<file path="config.mk">
export PLATFORM = sky130hd
export DESIGN_NAME = cubic_bezier_path_sampler_core_flat
export DESIGN_NICKNAME = d
export VERILOG_FILES = /design/src/sv/cbps_pkg.sv /design/src/sv/cbps_in_if.sv /design/src/sv/cbps_out_if.sv /design/src/sv/cbps_div.sv /design/src/sv/cbps_eval.sv /design/src/sv/cubic_bezier_path_sampler_core.sv /design/src/flat_wrapper.sv
export SDC_FILE = /design/constraint.sdc
export NUM_CORES = 2
export LEC_CHECK = 0
export BUFFER_PORTS_ARGS = -buffer_cell sky130_fd_sc_hd__buf_4
export CAP_MARGIN = 20
export CORE_AREA = 2 2 375 377
export CTS_CLUSTER_SIZE = 28
export DETAILED_ROUTE_END_ITERATION = 8
export DIE_AREA = 0 0 377 379
export PLACE_DENSITY = 0.72
export SKIP_CTS_REPAIR_TIMING = 1
export SLEW_MARGIN = 0
export SYNTH_ARGS = -nofsm -noshare
export SYNTH_HDL_FRONTEND = slang
export SYNTH_SLANG_ARGS = --single-unit
</file>
<file path="constraint.sdc">
create_clock -name clk -period 30.7 [get_ports clk]
set_input_delay 3.07 -clock clk [delete_from_list [all_inputs] [get_ports clk]]
set_output_delay 3.07 -clock clk [all_outputs]
set_load 0.05 [all_outputs]
</file>
<file path="src/sv/cbps_pkg.sv">
// Shared types and constants for the cubic Bezier path sampler.
`timescale 1ns / 1ps
package cbps_pkg;

    // Q16.16 coordinate, and a point as x, y, z (index 0 is x)
    typedef logic signed [31:0] coord_t;
    typedef coord_t [2:0] point_t;

    localparam int N_W     = 6;            // samples-per-curve register
    localparam int T_W     = 17;           // t and u in 0..65536
    localparam int B_W     = 18;           // Bernstein weights, up to 3 * 65536
    localparam int MUL_A_W = 33;
    localparam int MUL_B_W = 19;
    localparam int PROD_W  = MUL_A_W + MUL_B_W;
    localparam int ACC_W   = 54;

    localparam logic [T_W-1:0] ONE_Q16 = 17'h1_0000;

    // handshake status of a multi-cycle unit
    typedef struct packed {
        logic busy;
        logic done;
    } unit_stat_t;

endpackage

</file>
<file path="src/sv/cbps_in_if.sv">
// Request channel carrying one control point.
`timescale 1ns / 1ps
interface cbps_in_if;
    logic               valid;
    logic               ready;
    logic               start_path;
    logic signed [31:0] point_x;
    logic signed [31:0] point_y;
    logic signed [31:0] point_z;

    modport source (output valid, start_path, point_x, point_y, point_z, input ready);
    modport sink   (input valid, start_path, point_x, point_y, point_z, output ready);
endinterface

</file>
<file path="src/sv/cbps_out_if.sv">
// Request channel carrying one sampled curve point.
`timescale 1ns / 1ps
interface cbps_out_if;
    logic               valid;
    logic               ready;
    logic signed [31:0] curve_x;
    logic signed [31:0] curve_y;
    logic signed [31:0] curve_z;
    logic               last_of_run;

    modport source (output valid, curve_x, curve_y, curve_z, last_of_run, input ready);
    modport sink   (input valid, curve_x, curve_y, curve_z, last_of_run, output ready);
endinterface

</file>
<file path="src/sv/cbps_div.sv">
// Restoring divider: 65536 / N and 65536 % N, one quotient bit per cycle.
`timescale 1ns / 1ps
module cbps_div
    import cbps_pkg::*;
(
    input  logic             clk,
    input  logic             rst_n,
    input  logic             start,
    input  logic [N_W-1:0]   divisor,
    output unit_stat_t       stat,
    output logic [T_W-1:0]   quot,
    output logic [N_W-1:0]   rmd
);

    logic             busy_reg;
    logic             done_reg;
    logic [4:0]       cnt_reg;
    logic [T_W-1:0]   dvd_reg;
    logic [T_W-1:0]   quot_reg;
    logic [N_W-1:0]   rmd_reg;

    logic [N_W:0]     shift_val;
    logic [N_W:0]     diff_val;
    logic             ge;

    // trial subtract of the shifted partial remainder
    assign shift_val = {rmd_reg, dvd_reg[T_W-1]};
    assign ge        = shift_val >= {1'b0, divisor};
    assign diff_val  = shift_val - {1'b0, divisor};

    // control
    always_ff @(posedge clk or negedge rst_n)
    begin
        if (!rst_n)
        begin
            busy_reg <= 1'b0;
            done_reg <= 1'b0;
            cnt_reg  <= '0;
        end
        else
        begin
            done_reg <= 1'b0;
            if (start)
            begin
                busy_reg <= 1'b1;
                cnt_reg  <= 5'(T_W);
            end
            else if (busy_reg)
            begin
                cnt_reg <= cnt_reg - 5'd1;
                if (cnt_reg == 5'd1)
                begin
                    busy_reg <= 1'b0;
                    done_reg <= 1'b1;
                end
            end
        end
    end

    // datapath
    always_ff @(posedge clk)
    begin
        if (start)
        begin
            dvd_reg  <= ONE_Q16;
            quot_reg <= '0;
            rmd_reg  <= '0;
        end
        else if (busy_reg)
        begin
            dvd_reg  <= {dvd_reg[T_W-2:0], 1'b0};
            quot_reg <= {quot_reg[T_W-2:0], ge};
            rmd_reg  <= ge ? diff_val[N_W-1:0] : shift_val[N_W-1:0];
        end
    end

    assign stat.busy = busy_reg;
    assign stat.done = done_reg;
    assign quot      = quot_reg;
    assign rmd       = rmd_reg;

endmodule

</file>
<file path="src/sv/cbps_eval.sv">
// Curve point evaluator: one shared multiplier stepped through weights and axes.
`timescale 1ns / 1ps
module cbps_eval
    import cbps_pkg::*;
(
    input  logic           clk,
    input  logic           rst_n,
    input  logic           start,
    input  logic [T_W-1:0] t,
    input  point_t         pts [4],
    output unit_stat_t     stat,
    output point_t         result
);

    // multiplier schedule; a product is registered and written back in the next step
    localparam logic [4:0] STEP_TT       = 5'd0;   // t * t
    localparam logic [4:0] STEP_UU       = 5'd1;   // u * u
    localparam logic [4:0] STEP_B3       = 5'd2;   // tt * t
    localparam logic [4:0] STEP_B0       = 5'd3;   // uu * u
    localparam logic [4:0] STEP_B1       = 5'd4;   // uu * t, then x3
    localparam logic [4:0] STEP_B2       = 5'd5;   // u * tt, then x3
    localparam logic [4:0] STEP_PT_FIRST = 5'd6;   // p[k] * b[k], 4 per axis
    localparam logic [4:0] STEP_PT_LAST  = 5'd17;
    localparam logic [4:0] STEP_LAST     = 5'd18;  // final write back only

    localparam logic signed [ACC_W-1:0] SAT_HI = {{(ACC_W-31){1'b0}}, {31{1'b1}}};
    localparam logic signed [ACC_W-1:0] SAT_LO = {{(ACC_W-31){1'b1}}, {31{1'b0}}};

    logic                       run_reg;
    logic                       done_reg;
    logic [4:0]                 step_reg;
    logic [T_W-1:0]             tt_reg;
    logic [T_W-1:0]             uu_reg;
    logic [B_W-1:0]             b_reg [4];
    logic signed [PROD_W-1:0]   prod_reg;
    logic signed [ACC_W-1:0]    acc_reg;
    point_t                     res_reg;

    logic [T_W-1:0]             u;
    logic [4:0]                 pt_off;
    logic [1:0]                 p_k;
    logic [1:0]                 p_ax;
    coord_t                     coord_sel;
    logic signed [MUL_A_W-1:0]  op_a;
    logic signed [MUL_B_W-1:0]  op_b;
    logic signed [PROD_W-1:0]   prod_c;

    logic [4:0]                 wb_idx;
    logic [4:0]                 wb_off;
    logic [1:0]                 wk;
    logic [1:0]                 wax;
    logic [T_W-1:0]             basis;
    logic [B_W-1:0]             basis3;
    logic signed [ACC_W-1:0]    prod_ext;
    logic signed [ACC_W-1:0]    sum_c;
    logic signed [ACC_W-1:0]    shifted;
    coord_t                     sat_val;

    assign u = ONE_Q16 - t;

    // operand select for the shared multiplier
    assign pt_off    = step_reg - STEP_PT_FIRST;
    assign p_k       = pt_off[1:0];
    assign p_ax      = pt_off[3:2];
    assign coord_sel = $signed(pts[p_k][p_ax]);

    always_comb
    begin
        case (step_reg)
            STEP_TT:
            begin
                op_a = {16'd0, t};
                op_b = {2'd0, t};
            end
            STEP_UU:
            begin
                op_a = {16'd0, u};
                op_b = {2'd0, u};
            end
            STEP_B3:
            begin
                op_a = {16'd0, tt_reg};
                op_b = {2'd0, t};
            end
            STEP_B0:
            begin
                op_a = {16'd0, uu_reg};
                op_b = {2'd0, u};
            end
            STEP_B1:
            begin
                op_a = {16'd0, uu_reg};
                op_b = {2'd0, t};
            end
            STEP_B2:
            begin
                op_a = {16'd0, u};
                op_b = {2'd0, tt_reg};
            end
            default:
            begin
                op_a = {coord_sel[31], coord_sel};
                op_b = {1'b0, b_reg[p_k]};
            end
        endcase
    end

    assign prod_c = op_a * op_b;

    // write back of the previous step's product
    assign wb_idx   = step_reg - 5'd1;
    assign wb_off   = wb_idx - STEP_PT_FIRST;
    assign wk       = wb_off[1:0];
    assign wax      = wb_off[3:2];
    assign basis    = prod_reg[32:16];
    assign basis3   = {1'b0, basis} + {basis, 1'b0};
    assign prod_ext = {{(ACC_W-PROD_W){prod_reg[PROD_W-1]}}, prod_reg};
    assign sum_c    = acc_reg + prod_ext;
    assign shifted  = sum_c >>> 16;

    // floor shift done above; clamp to the signed 32-bit range
    always_comb
    begin
        if (shifted > SAT_HI)
            sat_val = SAT_HI[31:0];
        else if (shifted < SAT_LO)
            sat_val = SAT_LO[31:0];
        else
            sat_val = shifted[31:0];
    end

    // step sequencer
    always_ff @(posedge clk or negedge rst_n)
    begin
        if (!rst_n)
        begin
            run_reg  <= 1'b0;
            done_reg <= 1'b0;
            step_reg <= '0;
        end
        else
        begin
            done_reg <= 1'b0;
            if (start)
            begin
                run_reg  <= 1'b1;
                step_reg <= '0;
            end
            else if (run_reg)
            begin
                step_reg <= step_reg + 5'd1;
                if (step_reg == STEP_LAST)
                begin
                    run_reg  <= 1'b0;
                    done_reg <= 1'b1;
                end
            end
        end
    end

    // product register, weights, accumulator and result
    always_ff @(posedge clk)
    begin
        if (run_reg)
        begin
            prod_reg <= prod_c;
            if (step_reg != STEP_TT)
            begin
                case (wb_idx)
                    STEP_TT: tt_reg   <= basis;
                    STEP_UU: uu_reg   <= basis;
                    STEP_B3: b_reg[3] <= {1'b0, basis};
                    STEP_B0: b_reg[0] <= {1'b0, basis};
                    STEP_B1: b_reg[1] <= basis3;
                    STEP_B2: b_reg[2] <= basis3;
                    default:
                    begin
                        if (wb_idx inside {[STEP_PT_FIRST:STEP_PT_LAST]})
                        begin
                            if (wk == 2'd0)
                                acc_reg <= prod_ext;
                            else
                                acc_reg <= sum_c;
                            if (wk == 2'd3)
                                res_reg[wax] <= sat_val;
                        end
                    end
                endcase
            end
        end
    end

    assign stat.busy = run_reg;
    assign stat.done = done_reg;
    assign result    = res_reg;

endmodule

</file>
<file path="src/sv/cubic_bezier_path_sampler_core.sv">
// Top level of the cubic Bezier path sampler: point intake, sequencing, output register.
//
// Usage:
//   point_ch takes control points (valid/ready). The first point of a path, or any
//   point with start_path set, is the start point. Each further group of three
//   points completes a cubic curve; the completing point makes the block emit
//   segments_per_curve samples at t = j/N (plus the start point on the first curve
//   of a path) on sample_ch, with last_of_run on the final one.
//   cfg_wr_en/cfg_wr_data write N (samples per curve); write only while idle.
// Sequence:
//   A point that completes no curve is taken at once while idle. A completing point
//   first waits on the divider for 65536 / N (17 quotient bits plus hand-off) unless N
//   is 0; each sample then takes 18 multiplies through the one shared
//   multiplier plus setup and hand-off. point_ch.ready is low for the whole run.
// Reset puts N at 16 and forgets any path. If sample_ch stalls, the finished
//   sample stays in the output register and the sequencer waits before loading
//   the next one; ready returns as soon as the last sample is loaded.
`timescale 1ns / 1ps
module cubic_bezier_path_sampler_core
    import cbps_pkg::*;
(
    input  logic              clk,
    input  logic              rst_n,
    input  logic              cfg_wr_en,
    input  logic [N_W-1:0]    cfg_wr_data,
    cbps_in_if.sink           point_ch,
    cbps_out_if.source        sample_ch
);

    localparam logic [1:0] PH_NONE = 2'd0;   // start point only
    localparam logic [1:0] PH_ONE  = 2'd1;   // p1 held

    typedef enum logic [2:0] {
        ST_IDLE,
        ST_DIV,
        ST_NEXT,
        ST_CALC,
        ST_EMIT
    } state_t;

    state_t             state_reg;
    logic [N_W-1:0]     n_reg;
    point_t             pts_reg [4];
    logic [1:0]         phase_reg;
    logic               started_reg;
    logic               first_done_reg;
    logic               zero_pend_reg;
    logic [N_W:0]       rem_reg;
    logic [T_W-1:0]     t_reg;
    logic [N_W-1:0]     frac_reg;
    logic               ov_reg;
    point_t             out_pt_reg;
    logic               olast_reg;

    logic               in_fire;
    logic               out_fire;
    logic               emit_load;
    logic               curve_go;
    logic [N_W:0]       rem_init;
    point_t             in_pt;
    logic [N_W:0]       frac_sum;
    logic [N_W:0]       frac_diff;
    logic               frac_carry;
    logic [T_W:0]       t_sum;
    logic [T_W-1:0]     t_next;
    logic [N_W-1:0]     frac_next;

    unit_stat_t         div_stat;
    logic [T_W-1:0]     div_quot;
    logic [N_W-1:0]     div_rmd;
    unit_stat_t         eval_stat;
    point_t             eval_res;

    // handshakes
    assign point_ch.ready = (state_reg == ST_IDLE);
    assign in_fire        = point_ch.valid && point_ch.ready;
    assign out_fire       = sample_ch.valid && sample_ch.ready;
    assign emit_load      = (state_reg == ST_EMIT) && (!ov_reg || sample_ch.ready);

    assign in_pt[0] = point_ch.point_x;
    assign in_pt[1] = point_ch.point_y;
    assign in_pt[2] = point_ch.point_z;

    // samples owed by a completing point
    assign rem_init = {1'b0, n_reg} + {{N_W{1'b0}}, !first_done_reg};
    assign curve_go = in_fire && !point_ch.start_path && started_reg
                      && (phase_reg != PH_NONE) && (phase_reg != PH_ONE);

    // t advance: t += 65536 div N, carrying the remainder
    assign frac_sum   = {1'b0, frac_reg} + {1'b0, div_rmd};
    assign frac_carry = frac_sum >= {1'b0, n_reg};
    assign frac_diff  = frac_sum - {1'b0, n_reg};
    assign frac_next  = frac_carry ? frac_diff[N_W-1:0] : frac_sum[N_W-1:0];
    assign t_sum      = {1'b0, t_reg} + {1'b0, div_quot} + {{T_W{1'b0}}, frac_carry};
    assign t_next     = t_sum[T_W-1:0];

    cbps_div u_div (
        .clk     (clk),
        .rst_n   (rst_n),
        .start   (curve_go && (rem_init != '0) && (n_reg != '0)),
        .divisor (n_reg),
        .stat    (div_stat),
        .quot    (div_quot),
        .rmd     (div_rmd)
    );

    cbps_eval u_eval (
        .clk    (clk),
        .rst_n  (rst_n),
        .start  (state_reg == ST_NEXT),
        .t      (t_reg),
        .pts    (pts_reg),
        .stat   (eval_stat),
        .result (eval_res)
    );

    // sequencer, held points and output register
    always_ff @(posedge clk or negedge rst_n)
    begin
        if (!rst_n)
        begin
            state_reg      <= ST_IDLE;
            n_reg          <= N_W'(16);
            phase_reg      <= PH_NONE;
            started_reg    <= 1'b0;
            first_done_reg <= 1'b0;
            zero_pend_reg  <= 1'b0;
            rem_reg        <= '0;
            t_reg          <= '0;
            frac_reg       <= '0;
            ov_reg         <= 1'b0;
            olast_reg      <= 1'b0;
            out_pt_reg     <= '0;
            for (int i = 0; i < 4; i++)
                pts_reg[i] <= '0;
        end
        else
        begin
            if (cfg_wr_en)
                n_reg <= cfg_wr_data;
            if (out_fire && !emit_load)
                ov_reg <= 1'b0;

            case (state_reg)
                ST_IDLE:
                begin
                    if (in_fire)
                    begin
                        if (point_ch.start_path || !started_reg)
                        begin
                            pts_reg[0]     <= in_pt;
                            phase_reg      <= PH_NONE;
                            started_reg    <= 1'b1;
                            first_done_reg <= 1'b0;
                        end
                        else if (phase_reg == PH_NONE)
                        begin
                            pts_reg[1] <= in_pt;
                            phase_reg  <= PH_ONE;
                        end
                        else if (phase_reg == PH_ONE)
                        begin
                            pts_reg[2] <= in_pt;
                            phase_reg  <= 2'd2;
                        end
                        else
                        begin
                            pts_reg[3]    <= in_pt;
                            rem_reg       <= rem_init;
                            zero_pend_reg <= !first_done_reg;
                            t_reg         <= '0;
                            frac_reg      <= '0;
                            if (rem_init == '0)
                            begin
                                // curve with no samples: just move on
                                pts_reg[0]     <= in_pt;
                                phase_reg      <= PH_NONE;
                                first_done_reg <= 1'b1;
                            end
                            else if (n_reg == '0)
                                state_reg <= ST_NEXT;
                            else
                                state_reg <= ST_DIV;
                        end
                    end
                end
                ST_DIV:
                begin
                    if (div_stat.done)
                        state_reg <= ST_NEXT;
                end
                ST_NEXT:
                begin
                    // start point first on a new path, then advancing t
                    if (zero_pend_reg)
                        zero_pend_reg <= 1'b0;
                    else
                    begin
                        t_reg    <= t_next;
                        frac_reg <= frac_next;
                    end
                    state_reg <= ST_CALC;
                end
                ST_CALC:
                begin
                    if (eval_stat.done)
                        state_reg <= ST_EMIT;
                end
                ST_EMIT:
                begin
                    if (emit_load)
                    begin
                        ov_reg     <= 1'b1;
                        out_pt_reg <= eval_res;
                        olast_reg  <= (rem_reg == 7'd1);
                        rem_reg    <= rem_reg - 7'd1;
                        if (rem_reg == 7'd1)
                        begin
                            pts_reg[0]     <= pts_reg[3];
                            phase_reg      <= PH_NONE;
                            first_done_reg <= 1'b1;
                            state_reg      <= ST_IDLE;
                        end
                        else
                            state_reg <= ST_NEXT;
                    end
                end
                default:
                    state_reg <= ST_IDLE;
            endcase
        end
    end

    assign sample_ch.valid       = ov_reg;
    assign sample_ch.curve_x     = out_pt_reg[0];
    assign sample_ch.curve_y     = out_pt_reg[1];
    assign sample_ch.curve_z     = out_pt_reg[2];
    assign sample_ch.last_of_run = olast_reg;

    // evaluator runs only while the sequencer waits on it
    a_eval_owned: assert property (@(posedge clk) disable iff (!rst_n)
        (eval_stat.busy || eval_stat.done) |-> (state_reg == ST_CALC))
        else $error("evaluator active outside CALC");

    // divider runs only while the sequencer waits on it
    a_div_owned: assert property (@(posedge clk) disable iff (!rst_n)
        (div_stat.busy || div_stat.done) |-> (state_reg == ST_DIV))
        else $error("divider active outside DIV");

    // a run in progress always owes at least one sample
    a_rem_live: assert property (@(posedge clk) disable iff (!rst_n)
        (state_reg != ST_IDLE) |-> (rem_reg != '0))
        else $error("run in progress with no samples owed");

    // t never passes 1.0
    a_t_range: assert property (@(posedge clk) disable iff (!rst_n)
        t_reg <= ONE_Q16)
        else $error("t out of range");

    // the final sample of a run carries the last flag and frees the input
    a_last_flag: assert property (@(posedge clk) disable iff (!rst_n)
        (emit_load && (rem_reg == 7'd1)) |=>
        ((state_reg == ST_IDLE) && sample_ch.valid && sample_ch.last_of_run))
        else $error("last sample not flagged");

endmodule

</file>
<file path="src/flat_wrapper.sv">
// flat-port wrapper written by rule: the top's interface ports become plain ports
module cubic_bezier_path_sampler_core_flat import cbps_pkg::*;
  (clk, rst_n, cfg_wr_en, cfg_wr_data, point_ch_valid, point_ch_start_path, point_ch_point_x, point_ch_point_y, point_ch_point_z, point_ch_ready, sample_ch_valid, sample_ch_curve_x, sample_ch_curve_y, sample_ch_curve_z, sample_ch_last_of_run, sample_ch_ready);
  cbps_in_if point_ch_i ();
  cbps_out_if sample_ch_i ();
  input  logic clk;
  input  logic rst_n;
  input  logic cfg_wr_en;
  input  logic [N_W-1:0] cfg_wr_data;
  input wire logic [$bits(point_ch_i.valid)-1:0] point_ch_valid;
  input wire logic [$bits(point_ch_i.start_path)-1:0] point_ch_start_path;
  input wire logic [$bits(point_ch_i.point_x)-1:0] point_ch_point_x;
  input wire logic [$bits(point_ch_i.point_y)-1:0] point_ch_point_y;
  input wire logic [$bits(point_ch_i.point_z)-1:0] point_ch_point_z;
  output wire logic [$bits(point_ch_i.ready)-1:0] point_ch_ready;
  output wire logic [$bits(sample_ch_i.valid)-1:0] sample_ch_valid;
  output wire logic [$bits(sample_ch_i.curve_x)-1:0] sample_ch_curve_x;
  output wire logic [$bits(sample_ch_i.curve_y)-1:0] sample_ch_curve_y;
  output wire logic [$bits(sample_ch_i.curve_z)-1:0] sample_ch_curve_z;
  output wire logic [$bits(sample_ch_i.last_of_run)-1:0] sample_ch_last_of_run;
  input wire logic [$bits(sample_ch_i.ready)-1:0] sample_ch_ready;
  assign point_ch_i.valid = point_ch_valid;
  assign point_ch_i.start_path = point_ch_start_path;
  assign point_ch_i.point_x = point_ch_point_x;
  assign point_ch_i.point_y = point_ch_point_y;
  assign point_ch_i.point_z = point_ch_point_z;
  assign point_ch_ready = point_ch_i.ready;
  assign sample_ch_valid = sample_ch_i.valid;
  assign sample_ch_curve_x = sample_ch_i.curve_x;
  assign sample_ch_curve_y = sample_ch_i.curve_y;
  assign sample_ch_curve_z = sample_ch_i.curve_z;
  assign sample_ch_last_of_run = sample_ch_i.last_of_run;
  assign sample_ch_i.ready = sample_ch_ready;
  cubic_bezier_path_sampler_core u_core (.clk(clk), .rst_n(rst_n), .cfg_wr_en(cfg_wr_en), .cfg_wr_data(cfg_wr_data), .point_ch(point_ch_i), .sample_ch(sample_ch_i));
endmodule
</file>
# Word level (Yosys, flattened, before mapping)
# Memories as Yosys holds them, arrays and structs flattened.
# Cells that the tools add are included.
dict set report word_totals {
  ramBits 72
  elab_cells 287
  in_bits 108
  n_memories 1
  out_inout_bits 99
  reg_bits 800
}
dict set report classes {
  eq_ne 34
  n_bitwise 5
  reduce_logical 57
  n_addsub 15
  order_cmp 10
  multipliers 1
  muxes 122
}
# memory depth width read_ports rd_ports_with_merged_regs wr line
set memory_table {}
lappend memory_table {u_core.u_eval.b_reg 4 18 1 0 1 cbps_eval.sv:34} ;# logic [B_W-1:0] b_reg [4];
# op count
set ops {}
lappend ops {{two-way mux 96 bit} 11}
lappend ops {{two-way mux 384 bit} 1}
lappend ops {{two-way mux 288 bit} 1}
lappend ops {{binary-select mux 96 bit (select 2 bit)} 1}
lappend ops {{two-way mux 192 bit} 1}
lappend ops {{case mux 96 bit (2 select lines)} 1}
lappend ops {{case mux 33 bit (4 select lines)} 1}
lappend ops {{two-way mux 32 bit} 4}
lappend ops {{bitwise mux 96 bit} 1}
lappend ops {{two-way mux 17 bit} 5}
lappend ops {{binary-select mux 32 bit (select 2 bit)} 1}
lappend ops {{demux 32 bit (select 2 bit)} 1}
lappend ops {{adder 54 x 52 -> 54 bit} 1}
lappend ops {{two-way mux 18 bit} 3}
lappend ops {{two-way mux 54 bit} 1}
lappend ops {{case mux 18 bit (3 select lines)} 1}
lappend ops {{OR reduction 18 bit} 3}
lappend ops {{multiplier 33 x 19 -> 52 bit} 1}
lappend ops {{two-way mux 1 bit} 45}
lappend ops {{two-way mux 6 bit} 7}
lappend ops {{greater-than comparator 38 x 32 -> 1 bit (second input constant)} 1}
lappend ops {{less-than comparator 38 x 32 -> 1 bit (second input constant)} 1}
lappend ops {{two-way mux 7 bit} 5}
lappend ops {{case mux 17 bit (2 select lines)} 1}
lappend ops {{63 further kinds} 145}

# Depth between registers and ports, before layout
dict set report depth {
  depth_word 10
  mapped_depth 40
}

# Modules after synthesis
# A second synthesis with hierarchy kept.
dict set report unflattened {
  cells_unflattened 6305
  area_unflattened_um2 63507.2
}
# mod area_per_inst_um2 seq_area_each_um2 cells_per_inst instances
set by_module_without_submodules {}
lappend by_module_without_submodules {cbps_eval 40029.6 9364.0 4091 1}
lappend by_module_without_submodules {cubic_bezier_path_sampler_core 21917.3 13163.9 2048 1}
lappend by_module_without_submodules {cbps_div 1560.2 655.6 166 1}

# Least setup slack after synthesis
# OpenSTA, ideal clock, no wires.
dict set report synth_timing {
  path_kind {register to register}
  startpoint {register u_core.u_eval.step_reg[1]}
  endpoint {register u_core.u_eval.prod_reg[51], data pin}
  path_stages_with_launch 38
  setup_time_ps 266
  path_slack_ps 20216
  t_arrival_ps 10218
  required_ps 30434
  cell_sequence {dfrtp_1 -> clkbuf_1 -> buf_2 -> clkbuf_1 -> clkbuf_1 -> inv_1 -> ha_1 -> and2_1 -> clkbuf_1 -> or4_1 -> buf_2 -> buf_1 -> buf_1 -> a41oi_1 -> nand2_1 -> fa_1 -> inv_1 -> fa_1 -> (+2 left out) -> inv_1 -> fa_1 -> fa_1 -> inv_1 -> fa_1 -> inv_1 -> ha_1 -> a21oi_1 -> o21ai_1 -> a2111oi_0 -> o21bai_1 -> o311a_1 -> o41a_1 -> a31oi_1 -> o21ba_2 -> o31a_1 -> mux2i_1 -> nand4_1}
}
dict set report synth_via {
  elab_chain_cells 9
  elab_cells_between_ends 21
  classes_between {1 x add/sub; 1 x mul; 5 x eq/ne; 7 x mux; 1 x bitwise; 5 x reduce/logical; 1 x memory}
}
# element line
set synth_lines {}
lappend synth_lines {{start: declaration} cbps_eval.sv:31} ;# logic [4:0] step_reg;
lappend synth_lines {{start signal: assignment} cbps_eval.sv:151} ;# step_reg <= step_reg + 5'd1;
lappend synth_lines {{subtractor 4 x 3 -> 4 bit} cbps_eval.sv:62} ;# assign pt_off = step_reg - STEP_PT_FIRST;
lappend synth_lines {{inverter 2 -> 3 bit (not written as such)} cbps_eval.sv:65} ;# assign coord_sel = $signed(pts[p_k][p_ax]);
lappend synth_lines {{binary-select mux 96 bit (select 2 bit)} cbps_eval.sv:65}
lappend synth_lines {{two-way mux 96 bit (not written as such) (2 in series)} cbps_eval.sv:65}
lappend synth_lines {{binary-select mux 32 bit (select 2 bit)} cbps_eval.sv:65}
lappend synth_lines {{two-way mux 32 bit (not written as such)} cbps_eval.sv:65}
lappend synth_lines {{case mux 33 bit (4 select lines)} cbps_eval.sv:69} ;# case (step_reg)
lappend synth_lines {{multiplier 33 x 19 -> 52 bit (*)} cbps_eval.sv:108} ;# assign prod_c = op_a * op_b;
lappend synth_lines {{named net u_core.u_eval.prod_c[51]} cbps_eval.sv:46} ;# logic signed [PROD_W-1:0] prod_c;
lappend synth_lines {{end signal: assignment} cbps_eval.sv:166} ;# prod_reg <= prod_c;
lappend synth_lines {{end: declaration} cbps_eval.sv:35} ;# logic signed [PROD_W-1:0] prod_reg;
# The timed path passes the listed nets; every way through them passes the cells marked *. The select of a mux whose other input is x is not followed.
# A chain may end at the register's enable or synchronous reset.

# Worst setup path after layout
# Same ends and word-level chain as after synthesis.

==> metrics.txt <==
Worst R2R Path Depth=33; Hold Crit Class=reg2reg; clock transition at the registers of the reported paths=0.06 ns; reg2reg start=u_core.u_eval.step_reg[1]; Final Slew Violations=0; max_slew headroom=24.51%; Synth cell types=between 80 and 90; FILL cells=12473; reg-to-reg slack, setup=about 19 ns; crit path max-delay cell type=o21a_1; CTS Sinks=870; failing checks=DRC; top_reg_cell synth=dfrtp_1; most common cell after layout, fill and taps aside=nand2_1; share of the yosys chip area belonging to registers=37.29%; CTS root buffer=clkbuf_16; number of flops mapped to enable cells by yosys=roughly 300; Post-layout nets=7157; hpwl dp=120800 µm; Port Buffers=206; Yosys top cell by area=dfrtp_1; DR WL/cell=20.74 µm; syn nets=~7100; die area=0.1429 mm²; Worst setup SP type=register; DRC=5; Data required, critical path=between 30 and 40 ns; reg2reg end=u_core.u_eval.prod_reg[51]; gr ovfl total=0; clock buffer count from CTS=93; Most common cell on crit path=fa_1; flops & latches, synth=870; crit-path max cell delay=0.81 ns; vias in the first global route=46848; Setup crit end kind=register; Core Area=0.1388 mm²; Clock Tree Buf Depth=3; Fin. Hold Viols=0; unrepaired setup endpoints after global routing=no; most frequent cells in the layout=1116 x nand2_1, 804 x inv_1, 568 x fa_1; final worst-path cycle share=37.00%; Least-Margin Pin Slew=1.132 ns; largest net degree at the start of global routing=102; Avg Vias per Cell=5.639; global-route wire length before repair=266800 µm; final setup fails=0; Pre-Repair DR Iteration Count=9; Yosys top cell area share=21.69%; routed vias=45788; antenna violations before repair=9; min Tclk post-route=roughly 11 ns; Post-Syn Instances=6151; H-tree depth=3; TNS Setup=0 ns; Crit Path Category=reg2reg; initial DRC count=around 4200; hold path start=u_core.u_eval.result[91]; crit-path max FO=76; top cells by area, synth=dfrtp_1 22%, fa_1 18%, edfxtp_1 15%; gr usage total=23.92%; initial core utilization=between 40% and 50%; ANT nets after route=0; hold path depth=2; num ports=207; GP Congestion=0.9563; Clk Latency, worst-skew pair=0.73 ns; Ys Warns=0; Die Ht=379 µm; Area Overhead vs Synth=10.58%; CTS tree=built; syn_area_per_cell=10.11 µm²; WHS Endpoint=u_core.sample_ch.curve_z[27]; ratio of cells with drive above 1 in the final layout=between 10% and 20%; num rows=137; max frequency=0.08804 GHz; skew final=0.04122 ns; Mapped Area=slightly above 0.06 mm²; status=finished, violations left; Synth async-reset ratio=about 62%; Worst EP arrival=11.78 ns; max-cap check violation count=0; Routed WL=168400 µm; die width=approximately 380 µm; max FFs per register=384
[area by class of cell]
cell class	count	area [µm²]	area share, %
clock inverter	37	399.1	0.5805
sequential	870	23190	33.73
multi-input combinational	4175	34970	50.87
timing repair buffer	288	2222	3.232
antenna	3	7.507	0.01092
clock buffer	136	2681	3.900
tap	1807	2261	3.289
inverter	804	3018	4.390
[worst max-delay path: cells and delay by family, from the launching register on]
family	cells	cell delay, ns
adder cells (fa/ha/maj)	8	3.49
AO/OA/AOI/OAI	11	3.68
flip-flops	1	0.61
multiplexers	2	0.44
buffers and inverters	8	1.75
AND/OR/NAND/NOR	4	1.06
[how the worst max path moves through the flow]
stage,startpoint,end,slack [ns]
floorplan,u_core.u_eval.step_reg[1],u_core.u_eval.prod_reg[51],20.22
global placement,u_core.u_eval.step_reg[0],u_core.u_eval.prod_reg[51],19.36
detailed placement,u_core.u_eval.step_reg[0],u_core.u_eval.prod_reg[51],19.40
CTS,u_core.u_eval.step_reg[0],u_core.u_eval.prod_reg[51],19.38
global route,u_core.u_eval.step_reg[0],u_core.u_eval.prod_reg[51],18.77
finish,u_core.u_eval.step_reg[1],u_core.u_eval.prod_reg[51],19.34
[routing by layer]
| layer | share of wire [%] | wire (µm) | GRT usage, % |
|---|---|---|---|
| met1 | 41 | 69520 | 32.35 |
| met2 | 46 | 76700 | 37.78 |
| met3 | 9.3 | 15610 | 5.170 |
| met4 | 3.9 | 6501 | 9.079 |
| met5 | 0.050 | 85 | 0 |
[cell usage after synthesis (8+ instances only)]
master    number
edfxtp_1     306
or3_1         10
clkbuf_1     242
a21o_1        68
nor3b_1        9
o21bai_1      27
xnor2_1      109
a22oi_1      109
nor2b_1       50
a311oi_1      13
a222oi_1      13
mux2_2       198
a31oi_1       19
nor4_1         9
a21oi_1      278
buf_2         24
ha_1         249
a221oi_1       8
mux4_2       113
nand4_1       29
nor3_1        41
a211oi_1      18
xor2_1        55
dfxtp_1       24
fa_1         568
o21a_1        22
inv_1        804
nor2_1       485
and2_1        39
a21boi_0       8
mux2i_1       33
buf_1         32
o21ai_1       24
nand2b_1      23
and3_1        36
nand2_1     1118
o211ai_1       8
dfrtp_1      539
nand3_1       68
o21ai_0      212
[logic make-up after synthesis]
kind of cell,count (synthesis),share of synthesized area [%]
AND/OR/NAND/NOR,1950,13.07
buffers and inverters,1106,6.774
AO/OA/AOI/OAI,900,9.048
adder cells (fa/ha/maj),817,23.30
multiplexers,344,8.211
flip-flops,870,37.29
XOR/XNOR,164,2.310
[through the flow]
stage / util [%] / hold slack (ns) / cell area [µm²] / cells / setup slack (ns)
4_1_cts: 49.49 / 0.4343 / 68720 / 8116 / 19.38
3_3_place_gp: 47.24 / 0.4187 / 65590 / 7940 / 19.36
3_5_place_dp: 47.27 / 0.4214 / 65640 / 7943 / 19.40
6_report: 49.52 / 0.4344 / 68750 / 8120 / 19.34
2_1_floorplan: - / 0.4146 / 62170 / 6151 / 20.22
5_1_grt: 49.51 / 0.4443 / 68750 / 8118 / 18.77
Power is left out: the tool's default activity adds up to more than one toggle a clock period on the data nets, which glitch-free logic cannot reach.
